<file path="src/hdl/usla_pkg.sv">
`default_nettype none
package usla_pkg;

   // largest worker estimate and largest change that is reported
   localparam int WORKER_LIMIT = 1024;
   localparam logic [10:0] MAX_N = 11'(WORKER_LIMIT);
   localparam logic signed [12:0] MAX_DIFF = 13'(WORKER_LIMIT);
   localparam logic [13:0] SEARCH_TOP = 14'(10 * WORKER_LIMIT);

   // rate scale: 1000 ms per second times 256 for Q24.8
   localparam logic [17:0] RATE_SCALE = 18'd256000;

   // reciprocal of ten for values below 43690
   localparam logic [15:0] RECIP_TEN = 16'd52429;
   localparam int RECIP_SHIFT = 19;

   localparam logic OP_ARRIVAL = 1'b0;
   localparam logic OP_VERIFY = 1'b1;

   typedef enum logic [2:0] {
      CSR_CONTENTION = 3'd0,
      CSR_COHERENCY  = 3'd1,
      CSR_WORKER_RATE = 3'd2,
      CSR_RATE_LIMIT = 3'd3,
      CSR_CEILING    = 3'd4,
      CSR_CAPACITY   = 3'd5,
      CSR_WINDOW     = 3'd6,
      CSR_DIVISIONS  = 3'd7
   } csr_index_type;

   typedef enum logic [4:0] {
      S_IDLE, S_THR, S_N1, S_N2, S_RATE, S_P, S_R, S_BA, S_QQ, S_PR,
      S_MID, S_M1, S_M2, S_M3, S_N, S_CMP, S_SHR, S_OUT
   } state_type;

   typedef struct packed {
      logic        operation;
      logic [47:0] now_ms;
      logic [23:0] load_level;
      logic [10:0] current_workers;
   } req_type;

   typedef struct packed {
      logic               arrival_counted;
      logic signed [11:0] worker_change;
      logic [10:0]        estimated_workers;
      logic               limit_reached;
   } rsp_type;

   typedef struct packed {
      logic       start;
      logic [6:0] nbits;
   } unit_ctl_type;

   typedef struct packed {
      logic busy;
      logic done;
   } unit_sts_type;

endpackage
`default_nettype wire

</file>
<file path="src/hdl/usla_chan_if.sv">
`default_nettype none
interface usla_chan_if #(parameter type payload_type = logic) ();
   logic        valid;
   logic        ready;
   payload_type payload;

   modport source (output valid, output payload, input ready);
   modport sink (input valid, input payload, output ready);
endinterface
`default_nettype wire

</file>
<file path="src/hdl/usla_mul.sv">
`default_nettype none
module usla_mul (
   input  wire logic                  clock,
   input  wire logic                  reset,
   input  wire usla_pkg::unit_ctl_type ctl,
   input  wire logic [63:0]           op_a,
   input  wire logic [63:0]           op_b,
   output usla_pkg::unit_sts_type     sts,
   output logic [127:0]               prod
);
   import usla_pkg::*;

   logic         run_ff, run_in;
   logic [6:0]   cnt_ff, cnt_in;
   logic [127:0] acc_ff, acc_in;
   logic [127:0] a_ff, a_in;
   logic [63:0]  b_ff, b_in;

   // shift-add, one multiplier bit per cycle, low bit first
   always_comb begin
      run_in = run_ff;
      cnt_in = cnt_ff;
      acc_in = acc_ff;
      a_in = a_ff;
      b_in = b_ff;
      if (ctl.start) begin
         run_in = 1'b1;
         cnt_in = ctl.nbits;
         acc_in = '0;
         a_in = {64'd0, op_a};
         b_in = op_b;
      end else if (run_ff) begin
         if (cnt_ff == 7'd0) begin
            run_in = 1'b0;
         end else begin
            if (b_ff[0]) begin
               acc_in = acc_ff + a_ff;
            end
            a_in = {a_ff[126:0], 1'b0};
            b_in = {1'b0, b_ff[63:1]};
            cnt_in = cnt_ff - 7'd1;
         end
      end
   end

   always_ff @(posedge clock) begin
      if (reset) begin
         run_ff <= 1'b0;
         cnt_ff <= '0;
      end else begin
         run_ff <= run_in;
         cnt_ff <= cnt_in;
      end
      acc_ff <= acc_in;
      a_ff <= a_in;
      b_ff <= b_in;
   end

   assign sts.busy = run_ff;
   assign sts.done = run_ff && (cnt_ff == 7'd0);
   assign prod = acc_ff;

endmodule
`default_nettype wire

</file>
<file path="src/hdl/usla_div.sv">
`default_nettype none
module usla_div (
   input  wire logic                  clock,
   input  wire logic                  reset,
   input  wire usla_pkg::unit_ctl_type ctl,
   input  wire logic [63:0]           op_num,
   input  wire logic [19:0]           op_den,
   output usla_pkg::unit_sts_type     sts,
   output logic [63:0]                quo
);
   import usla_pkg::*;

   logic        run_ff, run_in;
   logic [6:0]  cnt_ff, cnt_in;
   logic [63:0] num_ff, num_in;
   logic [63:0] quo_ff, quo_in;
   logic [19:0] rem_ff, rem_in;
   logic [19:0] den_ff, den_in;
   logic [20:0] trial;

   // restoring division, one quotient bit per cycle, high bit first
   always_comb begin
      run_in = run_ff;
      cnt_in = cnt_ff;
      num_in = num_ff;
      quo_in = quo_ff;
      rem_in = rem_ff;
      den_in = den_ff;
      trial = {rem_ff, num_ff[63]};
      if (ctl.start) begin
         run_in = 1'b1;
         cnt_in = ctl.nbits;
         num_in = op_num << (7'd64 - ctl.nbits);
         quo_in = '0;
         rem_in = '0;
         den_in = op_den;
      end else if (run_ff) begin
         if (cnt_ff == 7'd0) begin
            run_in = 1'b0;
         end else begin
            if (trial >= {1'b0, den_ff}) begin
               rem_in = 20'(trial - {1'b0, den_ff});
               quo_in = {quo_ff[62:0], 1'b1};
            end else begin
               rem_in = trial[19:0];
               quo_in = {quo_ff[62:0], 1'b0};
            end
            num_in = {num_ff[62:0], 1'b0};
            cnt_in = cnt_ff - 7'd1;
         end
      end
   end

   always_ff @(posedge clock) begin
      if (reset) begin
         run_ff <= 1'b0;
         cnt_ff <= '0;
      end else begin
         run_ff <= run_in;
         cnt_ff <= cnt_in;
      end
      num_ff <= num_in;
      quo_ff <= quo_in;
      rem_ff <= rem_in;
      den_ff <= den_in;
   end

   assign sts.busy = run_ff;
   assign sts.done = run_ff && (cnt_ff == 7'd0);
   assign quo = quo_ff;

endmodule
`default_nettype wire

</file>
<file path="src/hdl/usl_worker_autoscaler.sv">
// work: an arrival beat runs one 20-step serial divide for the threshold;
// a verify beat runs mostly the root search, each step running up to three products
// through the bit-serial multiplier
// throughput: one beat at a time; the next beat is taken while a result waits at the output
// reset: synchronous, clears the arrival counter and window start, loads register defaults
`default_nettype none
module usl_worker_autoscaler (
   input  wire logic                   clock,
   input  wire logic                   reset,
   usla_chan_if.sink                   req_if,
   usla_chan_if.source                 rsp_if,
   input  wire logic                   csr_we,
   input  wire usla_pkg::csr_index_type csr_index,
   input  wire logic [31:0]            csr_wdata
);
   import usla_pkg::*;

   // configuration registers
   logic [15:0] contention_ff, coherency_ff, capacity_ff;
   logic [31:0] worker_rate_ff, rate_limit_ff;
   logic [10:0] ceiling_ff;
   logic [19:0] window_ff;
   logic [7:0]  divisions_ff;

   // block state and working registers
   state_type   state_ff, state_in;
   logic        launched_ff;
   logic [31:0] count_ff;
   logic [47:0] wstart_ff;
   req_type     item_ff;
   logic [31:0] x_ff;
   logic [47:0] p_ff;
   logic [48:0] r_ff;
   logic [48:0] uq_ff;
   logic        qneg_ff;
   logic [97:0] tmp_ff;
   logic [13:0] lo_ff, hi_ff, k_ff;
   logic [27:0] kk_ff;
   logic [10:0] raw_ff, n_ff;
   logic        lim_ff, counted_ff;
   logic signed [12:0] diff_ff;
   rsp_type     rsp_ff;
   logic        rsp_valid_ff;

   // units
   unit_ctl_type mul_ctl, div_ctl;
   unit_sts_type mul_sts, div_sts;
   logic [63:0]  mul_a, mul_b, div_num;
   logic [19:0]  div_den;
   logic [127:0] mul_prod;
   logic [63:0]  div_quo;

   usla_mul u_mul (
      .clock(clock), .reset(reset), .ctl(mul_ctl), .op_a(mul_a), .op_b(mul_b),
      .sts(mul_sts), .prod(mul_prod)
   );

   usla_div u_div (
      .clock(clock), .reset(reset), .ctl(div_ctl), .op_num(div_num), .op_den(div_den),
      .sts(div_sts), .quo(div_quo)
   );

   // zero registers that act as one
   logic [7:0]  d_eff;
   logic [15:0] b_eff, cap_eff;
   assign d_eff = (divisions_ff == 8'd0) ? 8'd1 : divisions_ff;
   assign b_eff = (coherency_ff == 16'd0) ? 16'd1 : coherency_ff;
   assign cap_eff = (capacity_ff == 16'd0) ? 16'd1 : capacity_ff;

   // coefficient difference b - a as sign and magnitude
   logic [16:0] bma;
   logic [15:0] bma_mag;
   assign bma = {1'b0, b_eff} - {1'b0, contention_ff};
   assign bma_mag = bma[16] ? 16'(-bma) : bma[15:0];

   // scaled constants of the root test
   logic [52:0] q10;
   logic [55:0] r100;
   assign q10 = {uq_ff, 3'b0} + {3'b0, uq_ff, 1'b0};
   assign r100 = {1'b0, r_ff, 6'b0} + {2'b0, r_ff, 5'b0} + {5'b0, r_ff, 2'b0};

   // arrival threshold and test
   logic [27:0] thr;
   logic [47:0] elapsed;
   logic        arr_hit;
   assign thr = div_quo[19:0] * (d_eff - 8'd1);
   assign elapsed = item_ff.now_ms - wstart_ff;
   assign arr_hit = (item_ff.now_ms > wstart_ff) && (elapsed >= 48'(thr));

   // rate checks
   logic lim_hit, x_zero;
   assign lim_hit = (div_quo[57:32] != 26'd0) || (div_quo[31:0] >= rate_limit_ff);
   assign x_zero = (div_quo[57:0] == 58'd0);

   // q from the coefficient product
   logic [47:0] q_base, q_prod;
   logic [48:0] uq_new;
   logic        qneg_new;
   assign q_base = {worker_rate_ff, 16'd0};
   assign q_prod = mul_prod[47:0];
   always_comb begin
      qneg_new = 1'b0;
      if (!bma[16]) begin
         uq_new = {1'b0, q_base} + {1'b0, q_prod};
      end else if (q_base >= q_prod) begin
         uq_new = {1'b0, q_base - q_prod};
      end else begin
         uq_new = {1'b0, q_prod - q_base};
         qneg_new = 1'b1;
      end
   end

   // discriminant and root search tests
   logic disc_fail, q_nonpos, m1_false, m3_ok;
   assign disc_fail = tmp_ff < mul_prod[97:0];
   assign q_nonpos = qneg_ff || (uq_ff == 49'd0);
   assign m1_false = mul_prod[63:0] > {11'd0, q10};
   assign m3_ok = tmp_ff >= {31'd0, mul_prod[66:0]};

   // search midpoint and final ceil of tenths
   logic [13:0] span, mid;
   logic [14:0] tenth_v;
   logic [30:0] tenth_m;
   assign span = hi_ff - lo_ff + 14'd1;
   assign mid = lo_ff + {1'b0, span[13:1]};
   assign tenth_v = {1'b0, lo_ff} + 15'd9;
   assign tenth_m = tenth_v * RECIP_TEN;

   // worker change pieces
   logic signed [12:0] diff_raw;
   logic [26:0] n_cap;
   logic        need_shr;
   logic signed [25:0] shr_diff;
   logic [10:0] n_clamp;
   assign n_clamp = (raw_ff == 11'd0) ? 11'd1 : ((raw_ff > MAX_N) ? MAX_N : raw_ff);
   assign diff_raw = $signed({2'b0, n_ff}) - $signed({2'b0, item_ff.current_workers});
   assign n_cap = n_ff * cap_eff;
   assign need_shr = diff_raw[12] && ({3'b0, item_ff.load_level} > n_cap);
   assign shr_diff = $signed({2'b0, div_quo[23:0]}) - $signed({15'b0, item_ff.current_workers});

   logic signed [12:0] diff_sat;
   assign diff_sat = (diff_ff > MAX_DIFF) ? MAX_DIFF :
                     ((diff_ff < -MAX_DIFF) ? -MAX_DIFF : diff_ff);

   logic out_free;
   assign out_free = !rsp_valid_ff || rsp_if.ready;

   // next state
   always_comb begin
      state_in = state_ff;
      case (state_ff)
         S_IDLE: begin
            if (req_if.valid) begin
               if (req_if.payload.operation == OP_ARRIVAL) begin
                  state_in = S_THR;
               end else if (req_if.payload.load_level == 24'd0 || window_ff == 20'd0) begin
                  state_in = S_N;
               end else begin
                  state_in = S_N1;
               end
            end
         end
         S_THR: if (div_sts.done) state_in = S_OUT;
         S_N1: if (mul_sts.done) state_in = S_N2;
         S_N2: if (mul_sts.done) state_in = S_RATE;
         S_RATE: begin
            if (div_sts.done) state_in = (lim_hit || x_zero) ? S_N : S_P;
         end
         S_P: if (mul_sts.done) state_in = S_R;
         S_R: if (mul_sts.done) state_in = S_BA;
         S_BA: if (mul_sts.done) state_in = S_QQ;
         S_QQ: if (mul_sts.done) state_in = S_PR;
         S_PR: begin
            if (mul_sts.done) state_in = (disc_fail || q_nonpos) ? S_N : S_MID;
         end
         S_MID: state_in = (lo_ff >= hi_ff) ? S_N : S_M1;
         S_M1: if (mul_sts.done) state_in = m1_false ? S_MID : S_M2;
         S_M2: if (mul_sts.done) state_in = S_M3;
         S_M3: if (mul_sts.done) state_in = S_MID;
         S_N: state_in = S_CMP;
         S_CMP: state_in = need_shr ? S_SHR : S_OUT;
         S_SHR: if (div_sts.done) state_in = S_OUT;
         S_OUT: if (out_free) state_in = S_IDLE;
         default: state_in = S_IDLE;
      endcase
   end

   // unit launches and operands
   always_comb begin
      mul_ctl = '0;
      div_ctl = '0;
      mul_a = '0;
      mul_b = '0;
      div_num = '0;
      div_den = '0;
      case (state_ff)
         S_THR: begin
            div_ctl = '{start: !launched_ff, nbits: 7'd20};
            div_num = {44'd0, window_ff};
            div_den = {12'd0, d_eff};
         end
         S_N1: begin
            mul_ctl = '{start: !launched_ff, nbits: 7'd8};
            mul_a = {32'd0, count_ff};
            mul_b = {56'd0, d_eff};
         end
         S_N2: begin
            mul_ctl = '{start: !launched_ff, nbits: 7'd18};
            mul_a = {24'd0, tmp_ff[39:0]};
            mul_b = {46'd0, RATE_SCALE};
         end
         S_RATE: begin
            div_ctl = '{start: !launched_ff, nbits: 7'd58};
            div_num = {6'd0, tmp_ff[57:0]};
            div_den = window_ff;
         end
         S_P: begin
            mul_ctl = '{start: !launched_ff, nbits: 7'd16};
            mul_a = {32'd0, x_ff[31:0]};
            mul_b = {48'd0, b_eff};
         end
         S_R: begin
            mul_ctl = '{start: !launched_ff, nbits: 7'd17};
            mul_a = {32'd0, x_ff[31:0]};
            mul_b = {47'd0, 17'h10000 - {1'b0, contention_ff}};
         end
         S_BA: begin
            mul_ctl = '{start: !launched_ff, nbits: 7'd16};
            mul_a = {32'd0, x_ff[31:0]};
            mul_b = {48'd0, bma_mag};
         end
         S_QQ: begin
            mul_ctl = '{start: !launched_ff, nbits: 7'd49};
            mul_a = {15'd0, uq_ff};
            mul_b = {15'd0, uq_ff};
         end
         S_PR: begin
            mul_ctl = '{start: !launched_ff, nbits: 7'd48};
            mul_a = {13'd0, r_ff, 2'b0};
            mul_b = {16'd0, p_ff};
         end
         S_M1: begin
            mul_ctl = '{start: !launched_ff, nbits: 7'd14};
            mul_a = {15'd0, p_ff, 1'b0};
            mul_b = {50'd0, k_ff};
         end
         S_M2: begin
            mul_ctl = '{start: !launched_ff, nbits: 7'd28};
            mul_a = {16'd0, p_ff};
            mul_b = {36'd0, kk_ff};
         end
         S_M3: begin
            mul_ctl = '{start: !launched_ff, nbits: 7'd14};
            mul_a = {11'd0, q10};
            mul_b = {50'd0, k_ff};
         end
         S_SHR: begin
            div_ctl = '{start: !launched_ff, nbits: 7'd24};
            div_num = {40'd0, item_ff.load_level};
            div_den = {4'd0, cap_eff};
         end
         default: begin
            mul_ctl = '0;
         end
      endcase
   end

   // control state
   always_ff @(posedge clock) begin
      if (reset) begin
         state_ff <= S_IDLE;
         launched_ff <= 1'b0;
         rsp_valid_ff <= 1'b0;
         count_ff <= '0;
         wstart_ff <= '0;
      end else begin
         state_ff <= state_in;
         launched_ff <= (state_in == state_ff);
         if (state_ff == S_OUT && out_free) begin
            rsp_valid_ff <= 1'b1;
         end else if (rsp_if.ready) begin
            rsp_valid_ff <= 1'b0;
         end
         // arrival counting, saturating
         if (state_ff == S_THR && div_sts.done && arr_hit && count_ff != 32'hFFFF_FFFF) begin
            count_ff <= count_ff + 32'd1;
         end
         // verify restarts the window
         if (state_ff == S_OUT && out_free && item_ff.operation == OP_VERIFY) begin
            count_ff <= '0;
            wstart_ff <= item_ff.now_ms;
         end
      end
   end

   // configuration writes
   always_ff @(posedge clock) begin
      if (reset) begin
         contention_ff <= 16'd0;
         coherency_ff <= 16'd1;
         worker_rate_ff <= 32'd256;
         rate_limit_ff <= 32'd256;
         ceiling_ff <= 11'd1;
         capacity_ff <= 16'd1;
         window_ff <= 20'd1000;
         divisions_ff <= 8'd5;
      end else if (csr_we) begin
         case (csr_index)
            CSR_CONTENTION: contention_ff <= csr_wdata[15:0];
            CSR_COHERENCY: coherency_ff <= csr_wdata[15:0];
            CSR_WORKER_RATE: worker_rate_ff <= csr_wdata;
            CSR_RATE_LIMIT: rate_limit_ff <= csr_wdata;
            CSR_CEILING: ceiling_ff <= csr_wdata[10:0];
            CSR_CAPACITY: capacity_ff <= csr_wdata[15:0];
            CSR_WINDOW: window_ff <= csr_wdata[19:0];
            CSR_DIVISIONS: divisions_ff <= csr_wdata[7:0];
            default: contention_ff <= contention_ff;
         endcase
      end
   end

   // datapath registers
   always_ff @(posedge clock) begin
      case (state_ff)
         S_IDLE: begin
            if (req_if.valid) begin
               item_ff <= req_if.payload;
               counted_ff <= 1'b0;
               diff_ff <= '0;
               n_ff <= '0;
               // a verify with load over a zero window is at the limit at once
               lim_ff <= (req_if.payload.operation == OP_VERIFY)
                         && (req_if.payload.load_level != 24'd0) && (window_ff == 20'd0);
               if (req_if.payload.load_level == 24'd0) begin
                  raw_ff <= 11'd1;
               end else if (window_ff == 20'd0) begin
                  raw_ff <= ceiling_ff;
               end
            end
         end
         S_THR: if (div_sts.done) counted_ff <= arr_hit;
         S_N1: if (mul_sts.done) tmp_ff <= mul_prod[97:0];
         S_N2: if (mul_sts.done) tmp_ff <= mul_prod[97:0];
         S_RATE: begin
            if (div_sts.done) begin
               x_ff <= div_quo[31:0];
               if (lim_hit) begin
                  raw_ff <= ceiling_ff;
                  lim_ff <= 1'b1;
               end else if (x_zero) begin
                  raw_ff <= 11'd1;
               end
            end
         end
         S_P: if (mul_sts.done) p_ff <= mul_prod[47:0];
         S_R: if (mul_sts.done) r_ff <= mul_prod[48:0];
         S_BA: begin
            if (mul_sts.done) begin
               uq_ff <= uq_new;
               qneg_ff <= qneg_new;
            end
         end
         S_QQ: if (mul_sts.done) tmp_ff <= mul_prod[97:0];
         S_PR: begin
            if (mul_sts.done) begin
               lo_ff <= '0;
               hi_ff <= SEARCH_TOP;
               if (disc_fail) begin
                  raw_ff <= ceiling_ff;
               end else if (q_nonpos) begin
                  raw_ff <= 11'd1;
               end
            end
         end
         S_MID: begin
            k_ff <= mid;
            kk_ff <= mid * mid;
            if (lo_ff >= hi_ff) begin
               raw_ff <= tenth_m[RECIP_SHIFT +: 11];
            end
         end
         S_M1: if (mul_sts.done && m1_false) hi_ff <= k_ff - 14'd1;
         S_M2: if (mul_sts.done) tmp_ff <= {21'd0, mul_prod[76:0]} + {42'd0, r100};
         S_M3: begin
            if (mul_sts.done) begin
               if (m3_ok) begin
                  lo_ff <= k_ff;
               end else begin
                  hi_ff <= k_ff - 14'd1;
               end
            end
         end
         S_N: n_ff <= n_clamp;
         S_CMP: diff_ff <= diff_raw;
         S_SHR: begin
            if (div_sts.done) begin
               diff_ff <= (shr_diff > 26'sd0) ? 13'sd0 : 13'(shr_diff);
            end
         end
         S_OUT: begin
            if (out_free) begin
               rsp_ff.arrival_counted <= counted_ff;
               rsp_ff.worker_change <= 12'(diff_sat);
               rsp_ff.estimated_workers <= n_ff;
               rsp_ff.limit_reached <= lim_ff;
            end
         end
         default: k_ff <= k_ff;
      endcase
   end

   assign req_if.ready = (state_ff == S_IDLE);
   assign rsp_if.valid = rsp_valid_ff;
   assign rsp_if.payload = rsp_ff;

   // a counted arrival beat carries no worker figures
   a_arrival_clean: assert property (@(posedge clock) disable iff (reset)
      rsp_if.valid && rsp_if.payload.arrival_counted |->
         rsp_if.payload.estimated_workers == 11'd0 && rsp_if.payload.worker_change == 12'sd0
         && !rsp_if.payload.limit_reached)
      else $error("arrival result carries worker data");

   // estimate never exceeds the worker limit
   a_est_range: assert property (@(posedge clock) disable iff (reset)
      rsp_if.valid |-> rsp_if.payload.estimated_workers <= MAX_N)
      else $error("estimate above worker limit");

   // the multiplier is only launched when free
   a_mul_free: assert property (@(posedge clock) disable iff (reset)
      mul_ctl.start |-> !mul_sts.busy)
      else $error("multiplier launched while busy");

   // an accepted beat closes the input until its work is done
   a_one_item: assert property (@(posedge clock) disable iff (reset)
      req_if.valid && req_if.ready |=> !req_if.ready)
      else $error("second beat taken while busy");

endmodule
`default_nettype wire

</file>
<file path="src/flat_wrapper.sv">
// flat-port wrapper written by rule: the top's interface ports become plain ports
module usl_worker_autoscaler_flat import usla_pkg::*;
  (clock, reset, csr_we, csr_index, csr_wdata, req_if_valid, req_if_payload, req_if_ready, rsp_if_valid, rsp_if_payload, rsp_if_ready);
  usla_chan_if #(.payload_type(req_type)) req_if_i ();
  usla_chan_if #(.payload_type(rsp_type)) rsp_if_i ();
  input  wire logic clock;
  input  wire logic reset;
  input  wire logic csr_we;
  input  wire usla_pkg::csr_index_type csr_index;
  input  wire logic [31:0] csr_wdata;
  input wire logic [$bits(req_if_i.valid)-1:0] req_if_valid;
  input wire logic [$bits(req_if_i.payload)-1:0] req_if_payload;
  output wire logic [$bits(req_if_i.ready)-1:0] req_if_ready;
  output wire logic [$bits(rsp_if_i.valid)-1:0] rsp_if_valid;
  output wire logic [$bits(rsp_if_i.payload)-1:0] rsp_if_payload;
  input wire logic [$bits(rsp_if_i.ready)-1:0] rsp_if_ready;
  assign req_if_i.valid = req_if_valid;
  assign req_if_i.payload = req_if_payload;
  assign req_if_ready = req_if_i.ready;
  assign rsp_if_valid = rsp_if_i.valid;
  assign rsp_if_payload = rsp_if_i.payload;
  assign rsp_if_i.ready = rsp_if_ready;
  usl_worker_autoscaler u_core (.clock(clock), .reset(reset), .req_if(req_if_i), .rsp_if(rsp_if_i), .csr_we(csr_we), .csr_index(csr_index), .csr_wdata(csr_wdata));
endmodule
</file>
<file path="config.mk">
export PLATFORM = sky130hd
export DESIGN_NAME = usl_worker_autoscaler_flat
export DESIGN_NICKNAME = d
export VERILOG_FILES = /design/src/hdl/usla_pkg.sv /design/src/hdl/usla_chan_if.sv /design/src/hdl/usla_mul.sv /design/src/hdl/usla_div.sv /design/src/hdl/usl_worker_autoscaler.sv /design/src/flat_wrapper.sv
export SDC_FILE = /design/constraint.sdc
export NUM_CORES = 2
export LEC_CHECK = 0
export BUFFER_PORTS_ARGS = -buffer_cell sky130_fd_sc_hd__clkbuf_2
export CORE_MARGIN = 2
export CORE_UTILIZATION = 30
export DETAILED_ROUTE_END_ITERATION = 10
export PLACE_DENSITY = 0.53
export REMOVE_ABC_BUFFERS = 1
export SYNTH_ARGS = -nofsm -noshare
export SYNTH_HDL_FRONTEND = slang
export SYNTH_SLANG_ARGS = --single-unit
export TNS_END_PERCENT = 5
</file>
<file path="constraint.sdc">
create_clock -name clock -period 14.9 [get_ports clock]
set_input_delay 1.49 -clock clock [delete_from_list [all_inputs] [get_ports clock]]
set_output_delay 1.49 -clock clock [all_outputs]
set_load 0.005 [all_outputs]
</file>
==> flow_summary.toml <==
[outcome]
outcome = "finished clean"

[setup_path]
critPathTopFamily = "adder cells"
path_class = "reg -> reg"
r2r_slack_ps = 2500
rr_startpoint = "u_core.divisions_ff[4]"
r2r_cells = 42
end_kind = "register"
crit_path_top_delay_cell = "fa_1"
crit_arrival_ps = 13010
cp_num_buf_inv = 8
reg2reg_to = "u_core.counted_ff"
cp_data_required_time_ps = 15510
worstSetupStartpointType = "register"
cpMostUsedCell = "fa_1"
worstPathMaxFanout = 32
max_stage_delay_ps = 920

[die]
pin_count = 151
die_h_um = 584
core_mm2 = 0.334
dieArea_mm2 = 0.341
fp-row-count = 212
die_x_um = 584
start_util_pct = 30.2

[clock_tree]
post_cts_resized = 0
clock-sinks = 1152
clockBufferDepth = 4
hold_buffers = 0
cts_root_buffer = "clkbuf_16"
cts_inserted_buffers = 157
tritoncts = "yes"
path_clk_slew_ps = 60
clock_latency_ps = 900
cts_setup_buffers = 0
cts_max_level = 4

[route]
post_drt_wl_per_cell_um = 22.0
top_layer = "met5"
drt-total-wl_um = 345000
avgViaCountPerCell = 5.29
route.vias.total = 82900
drc = 0
wl_met3_um = 27100
drtAntennaViolNets = 0
wl_met2_um = 151000
drtPass1Iterations = 10
wl_met1_um = 154000
drtIter0Drc = 8036

[global_route]
grt_pass1_wl_um = 518000
grt-ovfl-total = 0
antenna_found_initial = 39
track_usage_pct = 19.8
first_global_vias = 80700
grt_start_max_net_pins = 109

[layout]
fill_cells = 34600
syn2layout_area_growth_pct = 10.8
drive_gt1_share_pct = 6.64
finalNetCount = 12900

[synth]
ys.flop_type = "edfxtp_1"
synthTopCellsByArea = "edfxtp_1, ha_1, fa_1"
syn-instance-count = 11200
synth.largest_area_cell = "edfxtp_1"
ys_seq_area_share_pct = 29.7
syn_area_per_cell_um2 = 9.01
yosys_register_bits = 1152
syn_area_mm2 = 0.101
synth.yosys.warnings = 0
synth.most_common_cell = "nand2_1"
async_flop_share_pct = 0
synth_top_area_share_pct = 20.5
synthDistinctLibCells = 108
synth_common_cells = "nand2_1, inv_1, ha_1"
synth_edf_count = 688

[sta]
period_minus_slack_ps = 12400
setup_viol = 0
tns_ps = 0
rsz0062_at_grt = "false"
slew_viol_final = 0
skew_ps = 83.9
fmax_mhz = 80.6
hold_viol = 0
relSlewSlack_pct = 9.41
worst_slew_pin_slew_ps = 1340
period_share_pct = 83.2

[min_path]
whs_path_depth = 2
hold_path_class = "reg -> reg"
hold_end = "u_core.wstart_ff[19]"
hold_path.startpoint = "u_core.wstart_ff[19]"

[place]
dpl.hpwl_um = 266000
portBuffers = 150
place.gp.congestion = 0.934

[power_and_ir_drop]
power.total_uw = 11100
power.leakage_uw = 0.0466
power.density_mw_per_mm2 = 99.6
ir_worst_vdd_mv = 0.0863

[flow_run]
drv_cap = 0
==> stage by stage <==
step           cell area, um^2  worst slack, ps  util, %  hold slack, ps  instances
5_1_grt                 112000             1670     33.4             464      15700
3_5_place_dp            107000             2440     31.9             447      15400
3_3_place_gp            107000             2560     31.9             441      15400
2_1_floorplan            98700             2170        -             400      10700
4_1_cts                 112000             2380     33.4             454      15700
6_report                112000             2500     33.4             453      15700
==> metal layers <==
layer | vias to the layer above | track usage [%]
met1 | 40500 | 27.4
met3 | 525 | 3.66
li1 | 39200 | -
met2 | 2675 | 30.9
met4 | 22 | 6.87
met5 | - | 0
==> cell type report <==
cell class                 count  area [um^2]  area share, %
multi-input combinational   8396        64900           58.1
sequential                  1152        29900           26.8
antenna                       16         40.0         0.0358
timing repair buffer         321         2060           1.84
clock inverter                64          619          0.555
inverter                    1112         4180           3.74
tap                         4387         5490           4.91
clock buffer                 223         4460           4.00
==> flip-flops by register name, summed over array words and instances, names as in the netlist, 48 cells and up <==
register and count:
u_core.tmp_ff 98, u_core.u_div.quo 58, u_core.uq_ff 49, u_core.item_ff 84, u_core.wstart_ff 48, u_core.u_div.num_ff 64
u_core.p_ff 48, u_core.u_mul.a_ff 98, u_core.u_mul.b_ff 49, u_core.r_ff 49, u_core.u_mul.prod 98
==> worst max path at each step <==
| stage | endpoint | slack [ps] | depth (start not counted) | from |
|---|---|---|---|---|
| 2_1_floorplan | u_core.counted_ff | 2170 | 41 | u_core.divisions_ff[4] |
| 3_3_place_gp | u_core.counted_ff | 2560 | 42 | u_core.divisions_ff[4] |
| 3_5_place_dp | u_core.counted_ff | 2440 | 42 | u_core.divisions_ff[4] |
| 4_1_cts | u_core.counted_ff | 2380 | 42 | u_core.divisions_ff[4] |
| 5_1_grt | u_core.count_ff[1] | 1670 | 43 | u_core.divisions_ff[4] |
| 6_report | u_core.counted_ff | 2500 | 42 | u_core.divisions_ff[4] |
==> layout by cell type, fill, tap and decap left out, drive strengths merged, types with 38 or more instances in the layout <==
cell / Yosys / layout
a31oi: 71 / 71
a22o: 57 / 57
nor2: 626 / 626
xnor2: 335 / 335
nor3: 151 / 151
or3: 67 / 67
and2: 214 / 214
a222oi: 100 / 100
and3: 85 / 85
nor2b: 98 / 98
nor4: 111 / 111
buf: 76 / 172
xor2: 148 / 148
edfxtp: 688 / 688
a21oi: 931 / 931
clkinv: 5 / 40
o211ai: 38 / 38
fa: 621 / 621
a221oi: 79 / 79
ha: 1038 / 1038
nand2: 1557 / 1557
clkbuf: 450 / 372
o21bai: 100 / 100
a22oi: 41 / 41
o21ai: 468 / 468
dfxtp: 464 / 464
a21o: 284 / 284
inv: 1107 / 1124
nand4: 117 / 117
o31ai: 39 / 39
a211oi: 63 / 63
o2111ai: 50 / 50
nand2b: 107 / 107
o21a: 91 / 91
mux2i: 76 / 76
nand3: 196 / 196
==> power by group <==
group | leakage (uW) | switching (uW) | internal [uW]
registers | 0.0101 | 180 | 3630
logic | 0.0340 | 2160 | 1300
clock network | 0.00250 | 1620 | 2220
==> cells by family after synthesis <==
| kind of cell | after synthesis | synth area share, % |
|---|---|---|
| and+or+nand+nor | 3463 | 15.9 |
| AOI/OAI and AO/OA | 2675 | 17.2 |
| adders and majority gates | 1659 | 25.2 |
| buffers and inverters | 1639 | 6.24 |
| DFF | 1152 | 29.7 |
| xor gates and xnor gates | 483 | 4.20 |
| muxes | 115 | 1.45 |
| other | 1 | 0.00372 |
==> worst reg2reg max path, delay by kind of cell, from the launching register on <==
kind                       cells  cell delay, ps
adders and majority gates     10            4780
and+or+nand+nor               11            2910
buffers and inverters          8            1440
xor gates and xnor gates       1              90
AOI/OAI and AO/OA             12            2370
DFF                            1             570
Note: power is estimated with default switching activity, not from simulation.
